**src/design/bra_pkg.sv**
```systemverilog
`timescale 1ns / 1ps
// ----------------------------------------------------------------------------
// bra_pkg
// Types, codes and reset constants for the deadlock-avoiding resource
// allocator.
// ----------------------------------------------------------------------------
package bra_pkg;

  localparam int REQUESTERS = 4;
  localparam int RES_TYPES  = 4;
  localparam int CNT_W      = 3;
  localparam int WORK_W     = 6;
  localparam int IDX_W      = 2;
  localparam int CLAIM_W    = RES_TYPES * CNT_W;
  localparam int ORDER_W    = 8;
  localparam int CFG_IDX_W  = 4;

  localparam logic [CFG_IDX_W-1:0] CFG_TOT0   = 4'd0;
  localparam logic [CFG_IDX_W-1:0] CFG_CLAIM0 = 4'd4;
  localparam logic [CFG_IDX_W-1:0] CFG_REGS   = 4'd8;

  localparam logic [CNT_W-1:0] TOT_RST = 3'd3;
  localparam logic [CLAIM_W-1:0] CLAIM_RST [REQUESTERS] =
    '{12'd1097, 12'd27, 12'd3, 12'd216};

  typedef enum logic [1:0] {
    RT_ALLOC    = 2'd0,
    RT_RELEASE  = 2'd1,
    RT_DEADLOCK = 2'd2,
    RT_UNKNOWN  = 2'd3
  } req_type_t;

  typedef enum logic [2:0] {
    STS_GRANTED     = 3'd0,
    STS_REFUSED     = 3'd1,
    STS_RELEASED    = 3'd2,
    STS_DEADLOCK    = 3'd3,
    STS_NO_DEADLOCK = 3'd4,
    STS_ERROR       = 3'd5
  } status_t;

  typedef enum logic [1:0] {
    ST_IDLE   = 2'd0,
    ST_CHECK  = 2'd1,
    ST_SEARCH = 2'd2,
    ST_DEAD   = 2'd3
  } state_t;

endpackage

```
**src/design/bankers_resource_allocator.sv**
```systemverilog
`timescale 1ns / 1ps
// ----------------------------------------------------------------------------
// bankers_resource_allocator
// Safe-state resource allocator for four requesters and four resource types,
// with release and deadlock check requests.
// ----------------------------------------------------------------------------
//  channel   | handshake            | payload
//  ----------+----------------------+-------------------------------------------
//  request   | start, busy          | in_req_type, in_requester, in_res_kind,
//            |                      | in_amount
//  result    | out_valid (strobe)   | out_status, out_safe_order, out_order_valid
//  config    | cfg_valid, cfg_ready | cfg_index, cfg_wdata
//
//  A request is taken when start is high and busy low. Errors, refusals on
//  free units and releases answer from the check state; a deadlock check
//  answers after a pass over all requester rows; an allocate answers when
//  the safety search ends, which tests one requester row per cycle in one
//  shared compare unit. The result strobe lasts one cycle and cannot be
//  stalled. Reset loads free, held and claim state from the reset constants;
//  a configuration write below index CFG_REGS reloads it from the registers.
// ----------------------------------------------------------------------------
module bankers_resource_allocator (
  input  logic                            clk,
  input  logic                            rst_n,
  input  logic                            start,
  output logic                            busy,
  input  logic [1:0]                      in_req_type,
  input  logic [bra_pkg::IDX_W-1:0]       in_requester,
  input  logic [bra_pkg::IDX_W-1:0]       in_res_kind,
  input  logic [bra_pkg::CNT_W-1:0]       in_amount,
  output logic                            out_valid,
  output logic [2:0]                      out_status,
  output logic [bra_pkg::ORDER_W-1:0]     out_safe_order,
  output logic                            out_order_valid,
  input  logic                            cfg_valid,
  output logic                            cfg_ready,
  input  logic [bra_pkg::CFG_IDX_W-1:0]   cfg_index,
  input  logic [bra_pkg::CLAIM_W-1:0]     cfg_wdata
);
  import bra_pkg::*;

  localparam logic [IDX_W-1:0] REQ_LAST = IDX_W'(REQUESTERS - 1);
  localparam logic [IDX_W:0]   REQ_N    = (IDX_W+1)'(REQUESTERS);
  localparam logic [IDX_W:0]   RES_N    = (IDX_W+1)'(RES_TYPES);

  state_t state_r, state_nxt;

  req_type_t        op_type_r;
  logic [IDX_W-1:0] op_req_r, op_res_r;
  logic [CNT_W-1:0] op_amt_r;

  logic [CNT_W-1:0]   tot_r   [RES_TYPES];
  logic [CLAIM_W-1:0] claim_r [REQUESTERS];
  logic [CNT_W-1:0]   tot_new   [RES_TYPES];
  logic [CLAIM_W-1:0] claim_new [REQUESTERS];

  logic [CNT_W-1:0] free_r [RES_TYPES];
  logic [CNT_W-1:0] held_r [REQUESTERS][RES_TYPES];
  logic [CNT_W-1:0] rem_r  [REQUESTERS][RES_TYPES];

  logic [WORK_W-1:0]     work_r [RES_TYPES];
  logic [REQUESTERS-1:0] done_r;
  logic [IDX_W-1:0]      cand_r, cnt_r;
  logic [ORDER_W-1:0]    order_r, order_add;
  logic                  dead_r;

  logic [CNT_W-1:0] sav_free_r, sav_held_r, sav_rem_r;

  logic               out_valid_r, out_ordv_r;
  status_t            out_status_r;
  logic [ORDER_W-1:0] out_order_r;

  logic [IDX_W-1:0]  row_idx;
  logic [CNT_W-1:0]  cur_free, cur_held, cur_rem;
  logic [WORK_W-1:0] cmp_vec [RES_TYPES];
  logic              fits, in_range, cfg_we, accept;

  logic    do_alloc, do_rel, do_step, do_fin, do_revert, do_dead_init, do_dead_step;
  logic    emit, emit_ordv;
  status_t emit_sts;

  assign busy      = (state_r != ST_IDLE);
  assign cfg_ready = (state_r == ST_IDLE);
  assign cfg_we    = cfg_valid && cfg_ready;
  assign accept    = start && !busy;

  assign out_valid       = out_valid_r;
  assign out_status      = out_status_r;
  assign out_safe_order  = out_order_r;
  assign out_order_valid = out_ordv_r;

  // shared row compare unit
  always_comb begin
    row_idx  = (state_r == ST_CHECK) ? op_req_r : cand_r;
    cur_free = free_r[op_res_r];
    cur_held = held_r[op_req_r][op_res_r];
    cur_rem  = rem_r[op_req_r][op_res_r];
    in_range = ({1'b0, op_req_r} < REQ_N) && ({1'b0, op_res_r} < RES_N);
    fits     = 1'b1;
    for (int r = 0; r < RES_TYPES; r++) begin
      cmp_vec[r] = (state_r == ST_DEAD) ? WORK_W'(free_r[r]) : work_r[r];
      if (WORK_W'(rem_r[row_idx][r]) > cmp_vec[r]) fits = 1'b0;
    end
    order_add = order_r | (ORDER_W'(cand_r) << {cnt_r, 1'b0});
  end

  // new register contents on a configuration write
  always_comb begin
    for (int r = 0; r < RES_TYPES; r++) tot_new[r] = tot_r[r];
    for (int t = 0; t < REQUESTERS; t++) claim_new[t] = claim_r[t];
    if (cfg_index < CFG_CLAIM0) begin
      tot_new[cfg_index[IDX_W-1:0]] = cfg_wdata[CNT_W-1:0];
    end else if (cfg_index < CFG_REGS) begin
      claim_new[cfg_index[IDX_W-1:0]] = cfg_wdata;
    end
  end

  always_ff @(posedge clk) begin
    if (!rst_n) begin
      state_r <= ST_IDLE;
    end else begin
      state_r <= state_nxt;
    end
  end

  always_comb begin
    state_nxt    = state_r;
    do_alloc     = 1'b0;
    do_rel       = 1'b0;
    do_step      = 1'b0;
    do_fin       = 1'b0;
    do_revert    = 1'b0;
    do_dead_init = 1'b0;
    do_dead_step = 1'b0;
    emit         = 1'b0;
    emit_ordv    = 1'b0;
    emit_sts     = STS_ERROR;
    case (state_r)
      ST_IDLE: begin
        if (accept) state_nxt = ST_CHECK;
      end
      ST_CHECK: begin
        state_nxt = ST_IDLE;
        case (op_type_r)
          RT_ALLOC: begin
            if (!in_range || op_amt_r > cur_rem) begin
              emit = 1'b1;
            end else if (op_amt_r > cur_free) begin
              emit     = 1'b1;
              emit_sts = STS_REFUSED;
            end else begin
              do_alloc  = 1'b1;
              state_nxt = ST_SEARCH;
            end
          end
          RT_RELEASE: begin
            emit = 1'b1;
            if (in_range && op_amt_r <= cur_held) begin
              do_rel   = 1'b1;
              emit_sts = STS_RELEASED;
            end
          end
          RT_DEADLOCK: begin
            do_dead_init = 1'b1;
            state_nxt    = ST_DEAD;
          end
          default: begin
            emit = 1'b1;
          end
        endcase
      end
      ST_SEARCH: begin
        if (!done_r[cand_r] && fits) begin
          do_fin = 1'b1;
          if (cnt_r == REQ_LAST) begin
            emit      = 1'b1;
            emit_sts  = STS_GRANTED;
            emit_ordv = 1'b1;
            state_nxt = ST_IDLE;
          end
        end else if (cand_r == REQ_LAST) begin
          do_revert = 1'b1;
          emit      = 1'b1;
          emit_sts  = STS_REFUSED;
          state_nxt = ST_IDLE;
        end else begin
          do_step = 1'b1;
        end
      end
      ST_DEAD: begin
        do_dead_step = 1'b1;
        if (cand_r == REQ_LAST) begin
          emit      = 1'b1;
          emit_sts  = (dead_r || !fits) ? STS_DEADLOCK : STS_NO_DEADLOCK;
          state_nxt = ST_IDLE;
        end
      end
      default: begin
        state_nxt = ST_IDLE;
      end
    endcase
  end

  always_ff @(posedge clk) begin
    if (!rst_n) begin
      for (int r = 0; r < RES_TYPES; r++) begin
        tot_r[r]  <= TOT_RST;
        free_r[r] <= TOT_RST;
      end
      for (int t = 0; t < REQUESTERS; t++) begin
        claim_r[t] <= CLAIM_RST[t];
        for (int r = 0; r < RES_TYPES; r++) begin
          held_r[t][r] <= '0;
          rem_r[t][r]  <= CLAIM_RST[t][r*CNT_W +: CNT_W];
        end
      end
      out_valid_r <= 1'b0;
    end else begin
      out_valid_r <= emit;
      if (emit) begin
        out_status_r <= emit_sts;
        out_ordv_r   <= emit_ordv;
        out_order_r  <= emit_ordv ? order_add : '0;
      end
      if (cfg_we && cfg_index < CFG_REGS) begin
        for (int r = 0; r < RES_TYPES; r++) begin
          tot_r[r]  <= tot_new[r];
          free_r[r] <= tot_new[r];
        end
        for (int t = 0; t < REQUESTERS; t++) begin
          claim_r[t] <= claim_new[t];
          for (int r = 0; r < RES_TYPES; r++) begin
            held_r[t][r] <= '0;
            rem_r[t][r]  <= claim_new[t][r*CNT_W +: CNT_W];
          end
        end
      end
      if (accept) begin
        op_type_r <= req_type_t'(in_req_type);
        op_req_r  <= in_requester;
        op_res_r  <= in_res_kind;
        op_amt_r  <= in_amount;
      end
      if (do_alloc) begin
        sav_free_r <= cur_free;
        sav_held_r <= cur_held;
        sav_rem_r  <= cur_rem;
        free_r[op_res_r]           <= cur_free - op_amt_r;
        held_r[op_req_r][op_res_r] <= cur_held + op_amt_r;
        rem_r[op_req_r][op_res_r]  <= cur_rem - op_amt_r;
        for (int r = 0; r < RES_TYPES; r++) begin
          work_r[r] <= WORK_W'(free_r[r])
                     - ((IDX_W'(r) == op_res_r) ? WORK_W'(op_amt_r) : '0);
        end
        done_r  <= '0;
        cand_r  <= '0;
        cnt_r   <= '0;
        order_r <= '0;
      end
      if (do_rel) begin
        held_r[op_req_r][op_res_r] <= cur_held - op_amt_r;
        free_r[op_res_r]           <= cur_free + op_amt_r;
      end
      if (do_step) cand_r <= cand_r + 1'b1;
      if (do_fin) begin
        for (int r = 0; r < RES_TYPES; r++) begin
          work_r[r] <= work_r[r] + WORK_W'(held_r[row_idx][r]);
        end
        done_r[cand_r] <= 1'b1;
        order_r        <= order_add;
        cnt_r          <= cnt_r + 1'b1;
        cand_r         <= '0;
      end
      if (do_revert) begin
        free_r[op_res_r]           <= sav_free_r;
        held_r[op_req_r][op_res_r] <= sav_held_r;
        rem_r[op_req_r][op_res_r]  <= sav_rem_r;
      end
      if (do_dead_init) begin
        cand_r <= '0;
        dead_r <= 1'b0;
      end
      if (do_dead_step) begin
        cand_r <= cand_r + 1'b1;
        dead_r <= dead_r || !fits;
      end
    end
  end

`ifndef SYNTHESIS
  a_out_after_work: assert property (@(posedge clk) disable iff (!rst_n)
    out_valid_r |-> $past(state_r != ST_IDLE))
    else $error("result strobe without a request in progress");

  a_order_only_grant: assert property (@(posedge clk) disable iff (!rst_n)
    out_ordv_r && out_valid_r |-> out_status_r == STS_GRANTED)
    else $error("order reported without a grant");

  a_done_count: assert property (@(posedge clk) disable iff (!rst_n)
    state_r == ST_SEARCH |-> $countones(done_r) == int'(cnt_r))
    else $error("finished set disagrees with finish count");

  a_accept_check: assert property (@(posedge clk) disable iff (!rst_n)
    accept |=> state_r == ST_CHECK)
    else $error("accepted request did not enter check");
`endif

endmodule
```
**config.mk**
```make
export PLATFORM = sky130hd
export DESIGN_NAME = bankers_resource_allocator
export DESIGN_NICKNAME = d
export VERILOG_FILES = /design/src/design/bra_pkg.sv /design/src/design/bankers_resource_allocator.sv
export SDC_FILE = /design/constraint.sdc
export NUM_CORES = 1
export LEC_CHECK = 0
export BUFFER_PORTS_ARGS = -buffer_cell sky130_fd_sc_hd__buf_2
export CAP_MARGIN = 15
export CORE_AREA = 2 2 183 319
export CTS_BUF_LIST = sky130_fd_sc_hd__clkbuf_2
export DETAILED_ROUTE_END_ITERATION = 7
export DIE_AREA = 0 0 185 321
export SYNTH_ARGS = -nofsm -noshare
export SYNTH_HDL_FRONTEND = slang
export SYNTH_SLANG_ARGS = --single-unit
```
**constraint.sdc**
```tcl
create_clock -name clk -period 5.4 [get_ports clk]
set_input_delay 1.08 -clock clk [delete_from_list [all_inputs] [get_ports clk]]
set_output_delay 1.08 -clock clk [all_outputs]
set_load 0.005 [all_outputs]
```
==> results of run 1 <==
metrics by stage:
stage	utilization (%)	cells	hold slack, ps	setup slack, ps
finish	27.5	2052	341	610
global route	27.5	2052	270	324
CTS	27.5	2050	247	566
detailed placement	26.6	1953	549	615
global placement	26.6	1953	541	694
floorplan	-	1184	516	480
routing by layer:
layer / global-route usage, % / vias to the layer above / wire, µm
li1: - / 4539 / -
met1: 12.3 / 4881 / 13300
met2: 27.2 / 326 / 22900
met3: 1.89 / 134 / 1480
met4: 11.1 / 0 / 3460
met5: 0 / - / 0
synthesized netlist by cell type, types with 2 or more instances:
library cell	n	area share (%)
a21boi_0	4	0.21
a21o_1	6	0.32
a21oi_1	68	2.4
a21oi_2	3	0.19
a22o_1	4	0.25
a31oi_1	8	0.36
a32oi_1	4	0.25
a41o_1	2	0.14
a41oi_1	5	0.31
and2_1	15	0.67
and3_1	4	0.18
buf_1	5	0.13
buf_2	16	0.57
buf_6	5	0.40
clkbuf_1	44	1.2
dfxtp_1	7	1.0
edfxtp_1	239	51
fa_1	13	1.9
ha_1	52	4.6
inv_1	54	1.4
mux2_2	5	0.40
mux2i_1	54	3.9
mux2i_4	2	0.32
mux4_2	57	9.2
nand2_1	171	4.6
nand2_2	4	0.18
nand2b_1	16	0.71
nand3_1	35	1.2
nor2_1	61	1.6
nor2b_1	19	0.85
nor3_1	58	2.1
nor3b_1	4	0.21
nor4_1	2	0.089
o21a_1	13	0.70
o21ai_0	46	1.6
o21ai_1	2	0.071
o21bai_1	30	1.6
o21bai_2	2	0.16
o22ai_1	4	0.18
o31ai_1	4	0.21
o32ai_1	2	0.12
xnor2_1	13	0.81
xor2_1	9	0.56
layout by cell type, fill, tap and decap left out, types with 15 or more instances in the layout:
cell      netlist  layout
nand3_1        35      35
nand2_1       171     171
nor2b_1        19      18
nand2b_1       16      16
nor2_1         61      61
ha_1           52      52
buf_2          16      43
clkinv_1        0      20
o21bai_1       30      30
and2_1         15      15
nor3_1         58      58
mux4_2         57      57
edfxtp_1      239     239
mux2i_1        54      52
a21oi_1        68      68
inv_1          54      53
o21ai_0        46      46
clkbuf_2        0      69
buf_4           0      30
final timing paths:
path                             from                               to
max           state_r[0]$_SDFFE_PN0P_       held_r[3][5]$_SDFFCE_PN0P_
min                      in_amount[1]            op_amt_r[1]$_DFFE_PP_
max reg2reg   state_r[0]$_SDFFE_PN0P_       held_r[3][5]$_SDFFCE_PN0P_
min reg2reg  order_r[5]$_SDFFCE_PP0P_  out_safe_order[5]$_SDFFCE_PN0P_
final cells by class:
class	count	share of cell area, %
antenna	1	0.0160
clock buffer	69	2.21
clock inverter	28	1.06
inverter	54	1.29
multi-input combinational	814	39.7
sequential	246	46.7
tap	767	6.13
timing repair buffer	73	2.81
power groups by stage:
stage,clock [W],combinational (W),sequential [W]
final,0.00124,0.000675,0.00223
after floorplan,0,0.000446,0.00224
after detailed placement,0,0.000672,0.00227
after global routing,0.00134,0.000721,0.00224
after CTS,0.00126,0.000675,0.00223
after global placement,0,0.000660,0.00227
flip-flops by register name, indices dropped and copies added (netlist names), 3 cells and up, named ones only:
| name | flops |
|---|---|
| op_amt_r | 3 |
| claim_r | 48 |
| done_r | 4 |
| rem_r | 48 |
| work_r | 24 |
| free_r | 12 |
| sav_free_r | 3 |
| tot_r | 12 |
| order_r | 8 |
| sav_rem_r | 3 |
| out_safe_order | 8 |
| out_status | 3 |
| held_r | 48 |
| sav_held_r | 3 |
logic make-up after synthesis:
kind of cell | Yosys count
and+or+nand+nor | 396
DFF | 246
AOI/OAI and AO/OA | 213
buffers and inverters | 124
muxes | 118
adders and majority gates | 65
xor gates and xnor gates | 22
critical path, cell delays in order (launching register included):
cell	delay, ps
dfxtp_1	590
nand2b_1	270
mux2i_4	200
buf_4	340
mux4_2	550
ha_1	300
nor2b_1	130
o21ai_0	80
a21oi_1	380
nor4_4	50
buf_4	210
o211ai_2	450
nand2_2	340
o21ai_0	460
==> summary.txt, run 1 <==
Setup path
  – CP max FO: 19
  – Register-to-Register Path Depth: 13
  – CP Launch Type: flip-flop
  – R2r setup slk: 610 ps
  – Critical path required time: 5900 ps
  – Crit end category: flip-flop
  – CP arrival: 5290 ps
  – WS Path Type: reg -> reg

Flow run
  – Max_cap viols: 0

Worst hold path
  – Worst Hold Class: in -> reg
  – Cells on Worst Hold Path: 1

CTS
  – Hold_buf cts: 0
  – TritonCTS Sinks: 246
  – Clk slew on worst S/H paths: 130 ps
  – Post-cts resize count: 0
  – CTS Buf Count: 53
  – Setup Buffers After CTS: 0
  – CTS root buffer: clkbuf_2
  – CTS tree: yes
  – Worst-Skew Late Latency: 950 ps
  – H-tree Lvls: 2
  – Clk buf depth: 3

Logic synthesis
  – Ys async rst share: 0%
  – Register area share after synthesis: 52.2%
  – Syn_nets: 1278
  – Synth Area in Compound Gates: 9.56%
  – Synth Area in Simple Gates: 12.9%
  – Post-Syn Instances: 1184
  – Post-synth EDFFs: 239
  – Multiplexer area fraction after synthesis: 13.7%
  – Xor/xnor share of the synthesized area: 1.37%
  – Largest family of logic cells by synthesized area: multiplexers
  – Synth Register Bits: 246
  – Syn avg cell area: 11.8 µm²
  – Post-Synth Adder-Cell Area: 6.50%
  – Synth cell types: 56
  – Synth Flop Type: edfxtp_1
  – Synth Warn #: 0
  – Synthesized cell area: 14000 µm²

Floorplanning
  – Die H: 321 µm
  – Die area: 59400 µm²
  – Num rows: 116
  – Initial cell density of the core: 24.6%
  – Die Wd: 185 µm
  – Core Box Area: 56900 µm²
  – Number of top-level pins: 44

GRT
  – Total grt overflow: 0
  – Initial antenna violation count: 1
  – GRT Total Usage: 13.9%
  – Global-route wire length before repair: 61300 µm
  – Largest net degree at the start of global routing: 45
  – Vias in the first global route: 10300

Place
  – Port buffer count: 43
  – Gpl congestion: 0.948
  – Placed cell areas: 15100 µm²
  – Post-DP HPWL: 31800 µm

Timing
  – Slew Limit Fails: 0
  – Setup TNS: 0 ps
  – Worst slew pin tran: 1180 ps
  – Final period utilization: 88.7%
  – RSZ-0062 raised after global routing: no
  – Fin. Hold Viols: 0
  – Max-Slew Margin vs Limit: 21.1%
  – Final setup viols: 0
  – Max Fclk: 0.209 GHz
  – Final Critical Period: 4790 ps
  – Clock skew: 122 ps

Power and ir drop
  – Tot Pwr: 0.00414 W
  – Share of total power in the clock network: 29.8%
  – Peak supply drop: 0.0996 mV
  – Switch share: 30.6%
  – Cell Int Power: 0.00288 W
  – Power per Cell Area: 265 nW/µm²
  – Net Sw Power: 0.00127 W
  – Leakage: 5.65 nW
  – Sequential share of power: 53.9%
  – Comb pwr share: 16.3%

Route
  – Detailed Route WL: 41100 µm
  – Routed vias: 9880
  – Router iterations before antenna repair: 5
  – Starting DRT DRC Count: 513
  – Wire per inst: 20.0 µm
  – Residual DRC count: 0
  – DR vias/cell: 4.81
  – Final ANT Viol Nets: 0

Layout
  – FILL cells: 6027
  – Multi-input gate area: 6220 µm²
  – Share of cells above drive strength 1: 18.2%
  – Final instance area: 15700 µm²
  – Nets: 1336
  – Area growth, synth to finish: 11.6%
  – FF/Latch Area: 7320 µm²

Outcome
  – Status: complete, no violations
Note: power is estimated with default switching activity, not from simulation.
==> run 2, diff against run 1 <==
--- a/config.mk
+++ b/config.mk
@@ -7,10 +7,11 @@
 export LEC_CHECK = 0
 export BUFFER_PORTS_ARGS = -buffer_cell sky130_fd_sc_hd__buf_2
 export CAP_MARGIN = 15
-export CORE_AREA = 2 2 183 319
+export CORE_AREA = 2 2 120 209
 export CTS_BUF_LIST = sky130_fd_sc_hd__clkbuf_2
 export DETAILED_ROUTE_END_ITERATION = 7
-export DIE_AREA = 0 0 185 321
+export DIE_AREA = 0 0 122 211
+export PLACE_DENSITY = 0.78
 export SYNTH_ARGS = -nofsm -noshare
 export SYNTH_HDL_FRONTEND = slang
 export SYNTH_SLANG_ARGS = --single-unit
==> run 2 against run 1 <==
Net effect: die area is 57% lower; largest power group unchanged; critical path type unchanged; sequential power hardly changed; register-to-register slack worse by 300 ps; clock skew is 86 ps lower; combinational power is 6.1% lower; non-clock buffer count is 5 lower; fmax is 5.8% lower; worst hold slack better by 4.3 ps.
==> summary.txt, run 2 (synthesis results as in run 1) <==
Outcome
  – Status: complete, no violations (unchanged)

Route
  – Router iterations before antenna repair: 5 (unchanged)
  – Detailed Route WL: 36900 µm (was 41100 µm)
  – Final ANT Viol Nets: 0 (unchanged)
  – DR vias/cell: 6.40 (was 4.81)
  – Starting DRT DRC Count: 791 (was 513)
  – Wire per inst: 23.4 µm (was 20.0 µm)
  – Routed vias: 10100 (was 9880)
  – Residual DRC count: 0 (unchanged)

Layout
  – Share of cells above drive strength 1: 18.1% (was 18.2%)
  – Multi-input gate area: 6210 µm² (was 6220 µm²)
  – FILL cells: 1928 (was 6027)
  – Area growth, synth to finish: 6.74% (was 11.6%)
  – Commonest non-fill, non-tap cell in the layout: edfxtp_1 (unchanged)
  – Top Registers: claim_r: 48 flops, held_r: 48 flops, rem_r: 48 flops (unchanged)
  – FF/Latch Area: 7320 µm² (unchanged)
  – Nets: 1331 (was 1336)
  – Final Core Density: 62.5% (was 27.5%)
  – Most frequent cells in the layout: edfxtp_1 (239), nand2_1 (170), clkbuf_2 (73) (was edfxtp_1 (239), nand2_1 (171), clkbuf_2 (69))

Timing
  – Hold slack final: 345 ps (was 341 ps)
  – Setup ws final: 314 ps (was 610 ps)
  – Slew Limit Fails: 0 (unchanged)
  – RSZ-0062 raised after global routing: no (unchanged)
  – Final period utilization: 94.2% (was 88.7%)
  – Max-Slew Margin vs Limit: 18.6% (was 21.1%)
  – Worst slew pin tran: 1220 ps (was 1180 ps)
  – Clock skew: 36.0 ps (was 122 ps)
  – Final setup viols: 0 (unchanged)
  – Max Fclk: 0.197 GHz (was 0.209 GHz)
  – Setup TNS: 0 ps (unchanged)
  – Final Critical Period: 5090 ps (was 4790 ps)
  – Fin. Hold Viols: 0 (unchanged)

Power and ir drop
  – Cell Int Power: 0.00282 W (was 0.00288 W)
  – Switch share: 29.6% (was 30.6%)
  – Comb pwr share: 15.8% (was 16.3%)
  – Share of total power in the clock network: 28.5% (was 29.8%)
  – Net Sw Power: 0.00119 W (was 0.00127 W)
  – Power per Cell Area: 268 nW/µm² (was 265 nW/µm²)
  – Peak supply drop: 0.176 mV (was 0.0996 mV)
  – Leakage: 5.60 nW (was 5.65 nW)
  – Sequential share of power: 55.7% (was 53.9%)

CTS
  – Setup Buffers After CTS: 0 (unchanged)
  – Clk buf depth: 3 (unchanged)
  – Clk slew on worst S/H paths: 120 ps (was 130 ps)
  – Post-cts resize count: 0 (unchanged)
  – Hold_buf cts: 0 (unchanged)
  – Worst-Skew Late Latency: 920 ps (was 950 ps)
  – H-tree Lvls: 2 (unchanged)
  – TritonCTS Sinks: 246 (unchanged)
  – CTS tree: yes (unchanged)
  – CTS root buffer: clkbuf_2 (unchanged)
  – CTS Buf Count: 53 (unchanged)

Setup path
  – CP max FO: 19 (unchanged)
  – Crit end category: flip-flop (unchanged)
  – CP Launch Type: flip-flop (unchanged)
  – WS Path Type: reg -> reg (unchanged)
  – CP arrival: 5650 ps (was 5290 ps)
  – Critical path required time: 5960 ps (was 5900 ps)

GRT
  – Largest net degree at the start of global routing: 45 (unchanged)
  – Global-route wire length before repair: 57200 µm (was 61300 µm)
  – Initial antenna violation count: 1 (unchanged)
  – Total grt overflow: 0 (unchanged)
  – GRT Total Usage: 29.9% (was 13.9%)
  – Vias in the first global route: 10400 (was 10300)

Place
  – Post-DP HPWL: 27900 µm (was 31800 µm)
  – Gpl congestion: 0.972 (was 0.948)
  – Dpl ws: 405 ps (was 615 ps)
  – Port buffer count: 43 (unchanged)

Floorplanning
  – Initial cell density of the core: 58.6% (was 24.6%)
  – Num rows: 75 (was 116)
  – Die area: 25700 µm² (was 59400 µm²)
  – Core Box Area: 23900 µm² (was 56900 µm²)
  – Number of top-level pins: 44 (unchanged)
  – Die H: 211 µm (was 321 µm)
  – Die Wd: 122 µm (was 185 µm)

Flow run
  – Max_cap viols: 0 (unchanged)

Worst hold path
  – Worst Hold Class: in -> reg (unchanged)
==> run 2: per-layer routing <==
layer  GRT usage [%]  vias to the layer above  wire [µm]
met4            20.4                        0       2890
met5               0                        -          0
met2            54.0                      479      19700
met3            4.83                      176       2200
met1            31.2                     4917      12100
li1                -                     4518          -
==> run 2: path summary, 6_finish.rpt <==
kind / start / to / slack (ps) / cells past startpoint
min reg2reg: claim_r[2][1]$_SDFFCE_PN1P_ / claim_r[2][1]$_SDFFCE_PN1P_ / 580 / 2
max reg2reg: flip-flop / held_r[0][11]$_SDFFCE_PN0P_ / 310 / 10
max: flip-flop / held_r[0][11]$_SDFFCE_PN0P_ / 310 / 10
min: in_req_type[1] / op_type_r[1]$_DFFE_PP_ / 340 / 1
==> run 2: critical path, cell delays in order (launching register included) <==
cell      delay (ps)
dfxtp_1          890
buf_4            400
mux4_2           600
mux4_2           530
ha_1             330
o21ai_0          200
a221oi_1         460
o21ai_0          180
o211ai_2         240
nand2_2          360
o21ai_0          550
==> run 2: final cells by class <==
type	count	share of cell area [%]
Antenna cell	1	0.0167
Clock buffer	73	2.44
Clock inverter	13	0.510
Inverter	54	1.35
Multi-Input combinational cell	814	41.5
Sequential cell	246	48.9
Tap cell	308	2.57
Timing Repair Buffer	68	2.69
==> run 2: stage by stage <==
step / cell area, µm² / std cells / total power [W]
2_1_floorplan: 14000 / 1184 / 0.00269
3_3_place_gp: 14500 / 1490 / 0.00288
3_5_place_dp: 14500 / 1490 / 0.00290
4_1_cts: 15000 / 1576 / 0.00401
5_1_grt: 15000 / 1577 / 0.00415
6_report: 15000 / 1577 / 0.00400
==> run 2: power groups by stage <==
stage	logic (W)	clock network [W]	registers, W
floorplan	0.000446	0	0.00224
global placement	0.000610	0	0.00227
detailed placement	0.000625	0	0.00227
CTS	0.000627	0.00116	0.00223
global route	0.000683	0.00123	0.00224
finish	0.000634	0.00114	0.00223
==> run 3, diff against run 2 <==
--- a/config.mk
+++ b/config.mk
@@ -5,12 +5,13 @@
 export SDC_FILE = /design/constraint.sdc
 export NUM_CORES = 1
 export LEC_CHECK = 0
+export ABC_AREA = 1
 export BUFFER_PORTS_ARGS = -buffer_cell sky130_fd_sc_hd__buf_2
 export CAP_MARGIN = 15
-export CORE_AREA = 2 2 120 209
+export CORE_AREA = 2 2 122 212
 export CTS_BUF_LIST = sky130_fd_sc_hd__clkbuf_2
 export DETAILED_ROUTE_END_ITERATION = 7
-export DIE_AREA = 0 0 122 211
+export DIE_AREA = 0 0 124 214
 export PLACE_DENSITY = 0.78
 export SYNTH_ARGS = -nofsm -noshare
 export SYNTH_HDL_FRONTEND = slang
==> run 3 against run 2 <==
Net effect: clock-buffer cell count shrank 3; worst hold slack lost 52 ps; clock power grew 17%; die area grew 3.1%; clock skew grew 82 ps; sequential power is essentially flat; sequential share of layout area shrank 1.9 points; cell count grew 34%; critical path depth grew 9; critical path type unchanged; critical endpoint is now held_r[2][8]$_SDFFCE_PN0P_; largest cell class unchanged.
==> summary.txt, run 3 <==
Layout
  – FILL cells: 2121 (was 1928)
  – Nets: 1851 (was 1331)
  – Area growth, synth to finish: 7.77% (was 6.74%)
  – Most frequent cells in the layout: nand2_1 (402), nor2_1 (287), edfxtp_1 (239) (was edfxtp_1 (239), nand2_1 (170), clkbuf_2 (73))
  – Top Registers: claim_r: 48 flops, held_r: 48 flops, rem_r: 48 flops (unchanged)
  – Commonest non-fill, non-tap cell in the layout: nand2_1 (was edfxtp_1)
  – Share of cells above drive strength 1: 10.7% (was 18.1%)

Setup path
  – CP peak stage delay: 650 ps (was 890 ps)
  – Crit end category: flip-flop (unchanged)
  – CP top delay family: simple AND/OR/NAND/NOR gates (was compound AO/OA/AOI/OAI gates)
  – WS Path Type: reg -> reg (unchanged)
  – CP max-delay cell: inv_1 (was dfxtp_1)
  – R2r setup slk: 710 ps (was 310 ps)
  – Critical path required time: 6060 ps (was 5960 ps)
  – Cells along the critical path: inv_2 > nor2_4 > inv_2 > nand2_1 > o21ai_1 > inv_1 > o21ai_0 > o22ai_1 > ha_1 > a21oi_1 > nand2_1 > nand3_1 > nand2_1 > nor2_4 > nand2_4 > nand3_2 > nand3b_1 > nand2_1 > nand2_1 (was buf_4 > mux4_2 > mux4_2 > ha_1 > o21ai_0 > a221oi_1 > o21ai_0 > o211ai_2 > nand2_2 > o21ai_0)
  – CP dominant cell by count: nand2_1 (was o21ai_0)
  – CP Launch Type: flip-flop (unchanged)
  – CP arrival: 5350 ps (was 5650 ps)
  – WP buf/inv: 3 (was 1)
  – CP max FO: 27 (was 19)

GRT
  – Vias in the first global route: 12500 (was 10400)
  – Total grt overflow: 0 (unchanged)
  – Initial antenna violation count: 1 (unchanged)
  – Largest net degree at the start of global routing: 61 (was 45)
  – GRT Total Usage: 32.7% (was 29.9%)
  – Global-route wire length before repair: 65500 µm (was 57200 µm)

Route
  – Router iterations before antenna repair: 8 (was 5)
  – Residual DRC count: 0 (unchanged)
  – DR vias/cell: 5.92 (was 6.40)
  – Final ANT Viol Nets: 0 (unchanged)
  – Wire per inst: 19.8 µm (was 23.4 µm)
  – Starting DRT DRC Count: 1174 (was 791)
  – Routed vias: 12500 (was 10100)
  – Detailed Route WL: 41900 µm (was 36900 µm)

CTS
  – TritonCTS Sinks: 246 (unchanged)
  – H-tree Lvls: 2 (unchanged)
  – CTS root buffer: clkbuf_2 (unchanged)
  – Post-cts resize count: 0 (unchanged)
  – Clk slew on worst S/H paths: 120 ps (about the same)
  – Worst-Skew Late Latency: 980 ps (was 920 ps)
  – Hold_buf cts: 0 (unchanged)
  – Setup Buffers After CTS: 0 (unchanged)
  – CTS Buf Count: 54 (was 53)
  – CTS tree: yes (unchanged)
  – Clk buf depth: 3 (unchanged)

Flow run
  – Max_cap viols: 0 (unchanged)

Logic synthesis
  – Largest cells by area after synthesis: edfxtp_1 (50%), nand2_1 (10%), nor2_1 (7.5%), o21ai_0 (5.3%), ha_1 (4.5%) (was edfxtp_1 (51%), mux4_2 (9.2%), ha_1 (4.6%), nand2_1 (4.6%), mux2i_1 (3.9%))
  – Synth top cells by count: nand2_1 (403), nor2_1 (287), edfxtp_1 (239), inv_1 (164), o21ai_0 (154) (was edfxtp_1 (239), nand2_1 (171), a21oi_1 (68), nor2_1 (61), nor3_1 (58))
  – Synth Flop Type: edfxtp_1 (unchanged)
  – Syn avg cell area: 8.51 µm² (was 11.8 µm²)
  – Post-Syn Instances: 1698 (was 1184)
  – Synthesized cell area: 14400 µm² (was 14000 µm²)
  – Post-synth EDFFs: 239 (unchanged)
  – Synth Register Bits: 246 (unchanged)
  – Top cell type's share of synthesized area: 49.7% (was 51.2%)
  – Register area share after synthesis: 50.7% (was 52.2%)
  – Yosys top cell by area: edfxtp_1 (unchanged)
  – Syn_nets: 1792 (was 1278)
  – Synth Warn #: 0 (unchanged)
  – Synth cell types: 40 (was 56)
  – Ys async rst share: 0% (unchanged)
  – Top-count cell post-synth: nand2_1 (was edfxtp_1)

Timing
  – Final Critical Period: 4690 ps (was 5090 ps)
  – Max Fclk: 0.213 GHz (was 0.197 GHz)
  – Hold slack final: 293 ps (was 345 ps)
  – RSZ-0062 raised after global routing: no (unchanged)
  – Max-Slew Margin vs Limit: 16.7% (was 18.6%)
  – Worst slew pin tran: 1250 ps (was 1220 ps)
  – Final period utilization: 86.8% (was 94.2%)
  – Clock skew: 118 ps (was 36.0 ps)
  – Final setup viols: 0 (unchanged)
  – Fin. Hold Viols: 0 (unchanged)
  – Slew Limit Fails: 0 (unchanged)
  – Setup ws final: 714 ps (was 314 ps)
  – Setup TNS: 0 ps (unchanged)

Outcome
  – Status: complete, no violations (unchanged)

Floorplanning
  – Number of top-level pins: 44 (unchanged)
  – Die H: 214 µm (was 211 µm)
  – Die Wd: 124 µm (was 122 µm)
  – Die area: 26500 µm² (was 25700 µm²)
  – Initial cell density of the core: 58.4% (was 58.6%)
  – Num rows: 76 (was 75)
  – Core Box Area: 24700 µm² (was 23900 µm²)

Place
  – Dpl ws: 838 ps (was 405 ps)
  – Port buffer count: 43 (unchanged)
  – Gpl congestion: 1.03 (was 0.972)
  – Post-DP HPWL: 31600 µm (was 27900 µm)

Power and ir drop
  – Power per Cell Area: 293 nW/µm² (was 268 nW/µm²)
  – Peak supply drop: 0.256 mV (was 0.176 mV)
  – Leakage: 6.65 nW (was 5.60 nW)
  – Comb pwr share: 21.2% (was 15.8%)
  – Switch share: 33.2% (was 29.6%)
  – Sequential share of power: 49.5% (was 55.7%)
  – Net Sw Power: 0.00151 W (was 0.00119 W)
  – Cell Int Power: 0.00305 W (was 0.00282 W)
  – Share of total power in the clock network: 29.2% (was 28.5%)

Worst hold path
  – Worst Hold Class: in -> reg (unchanged)
run 3: logic make-up (layout without fill, tap and decap cells):
group	count (synthesis)	count (layout)	synth area share (%)
simple gates	823	823	23.5
compound gates	302	302	11.7
flops	246	246	50.7
buf+inv	237	341	6.30
fa+ha+maj	65	65	6.31
xor+xnor	21	21	1.27
mux	4	4	0.277
other cells	0	1	0
run 3: stage by stage:
stage               instance area [µm²]  instances  total power, W  util [%]
detailed placement                15000       2013         0.00324      60.6
global placement                  15000       2013         0.00322      60.6
global route                      15600       2115         0.00477      63.0
floorplan                         14400       1698         0.00293         -
finish                            15600       2115         0.00456      63.0
CTS                               15600       2114         0.00455      63.0
run 3: cell type report:
| cell class | instances | area, µm² | area share (%) |
|---|---|---|---|
| diodes | 1 | 2.50 | 0.0161 |
| clock buffers | 70 | 350 | 2.25 |
| clock inverters | 31 | 238 | 1.53 |
| inverters | 173 | 649 | 4.17 |
| multi-input cells | 1215 | 6220 | 40.0 |
| flip-flops and latches | 246 | 7320 | 47.0 |
| well taps | 312 | 390 | 2.51 |
| repair buffers | 67 | 395 | 2.54 |
run 3: final timing paths:
path,start,end,cells past startpoint
max reg2reg,state_r[0]$_SDFFE_PN0P_,held_r[2][8]$_SDFFCE_PN0P_,19
min,in_req_type[0],op_type_r[0]$_DFFE_PP_,1
max,state_r[0]$_SDFFE_PN0P_,held_r[2][8]$_SDFFCE_PN0P_,19
min reg2reg,claim_r[0][10]$_SDFFCE_PN1P_,claim_r[0][10]$_SDFFCE_PN1P_,2
run 3: worst register-to-register path: stages, from the launching register on:
cell and delay [ps]:
dfxtp_1 490, inv_2 90, nor2_4 160, inv_2 70
nand2_1 50, o21ai_1 90, inv_1 650, o21ai_0 220
o22ai_1 240, ha_1 290, a21oi_1 130, nand2_1 60
nand3_1 90, nand2_1 100, nor2_4 240, nand2_4 250
nand3_2 370, nand3b_1 400, nand2_1 260, nand2_1 150
run 3: power groups by stage:
stage | clock [W] | sequential (W) | combinational [W]
2_1_floorplan | 0 | 0.00227 | 0.000653
3_3_place_gp | 0 | 0.00230 | 0.000919
3_5_place_dp | 0 | 0.00230 | 0.000944
4_1_cts | 0.00135 | 0.00226 | 0.000948
5_1_grt | 0.00144 | 0.00227 | 0.00107
6_report | 0.00133 | 0.00226 | 0.000969
run 3: metal layers:
layer	share of wire, %	vias up	global-route usage [%]
met1	33	5790	33.8
met2	51	602	57.1
li1	-	5881	-
met3	6.4	244	5.72
met5	0	-	0
met4	9.2	0	24.6
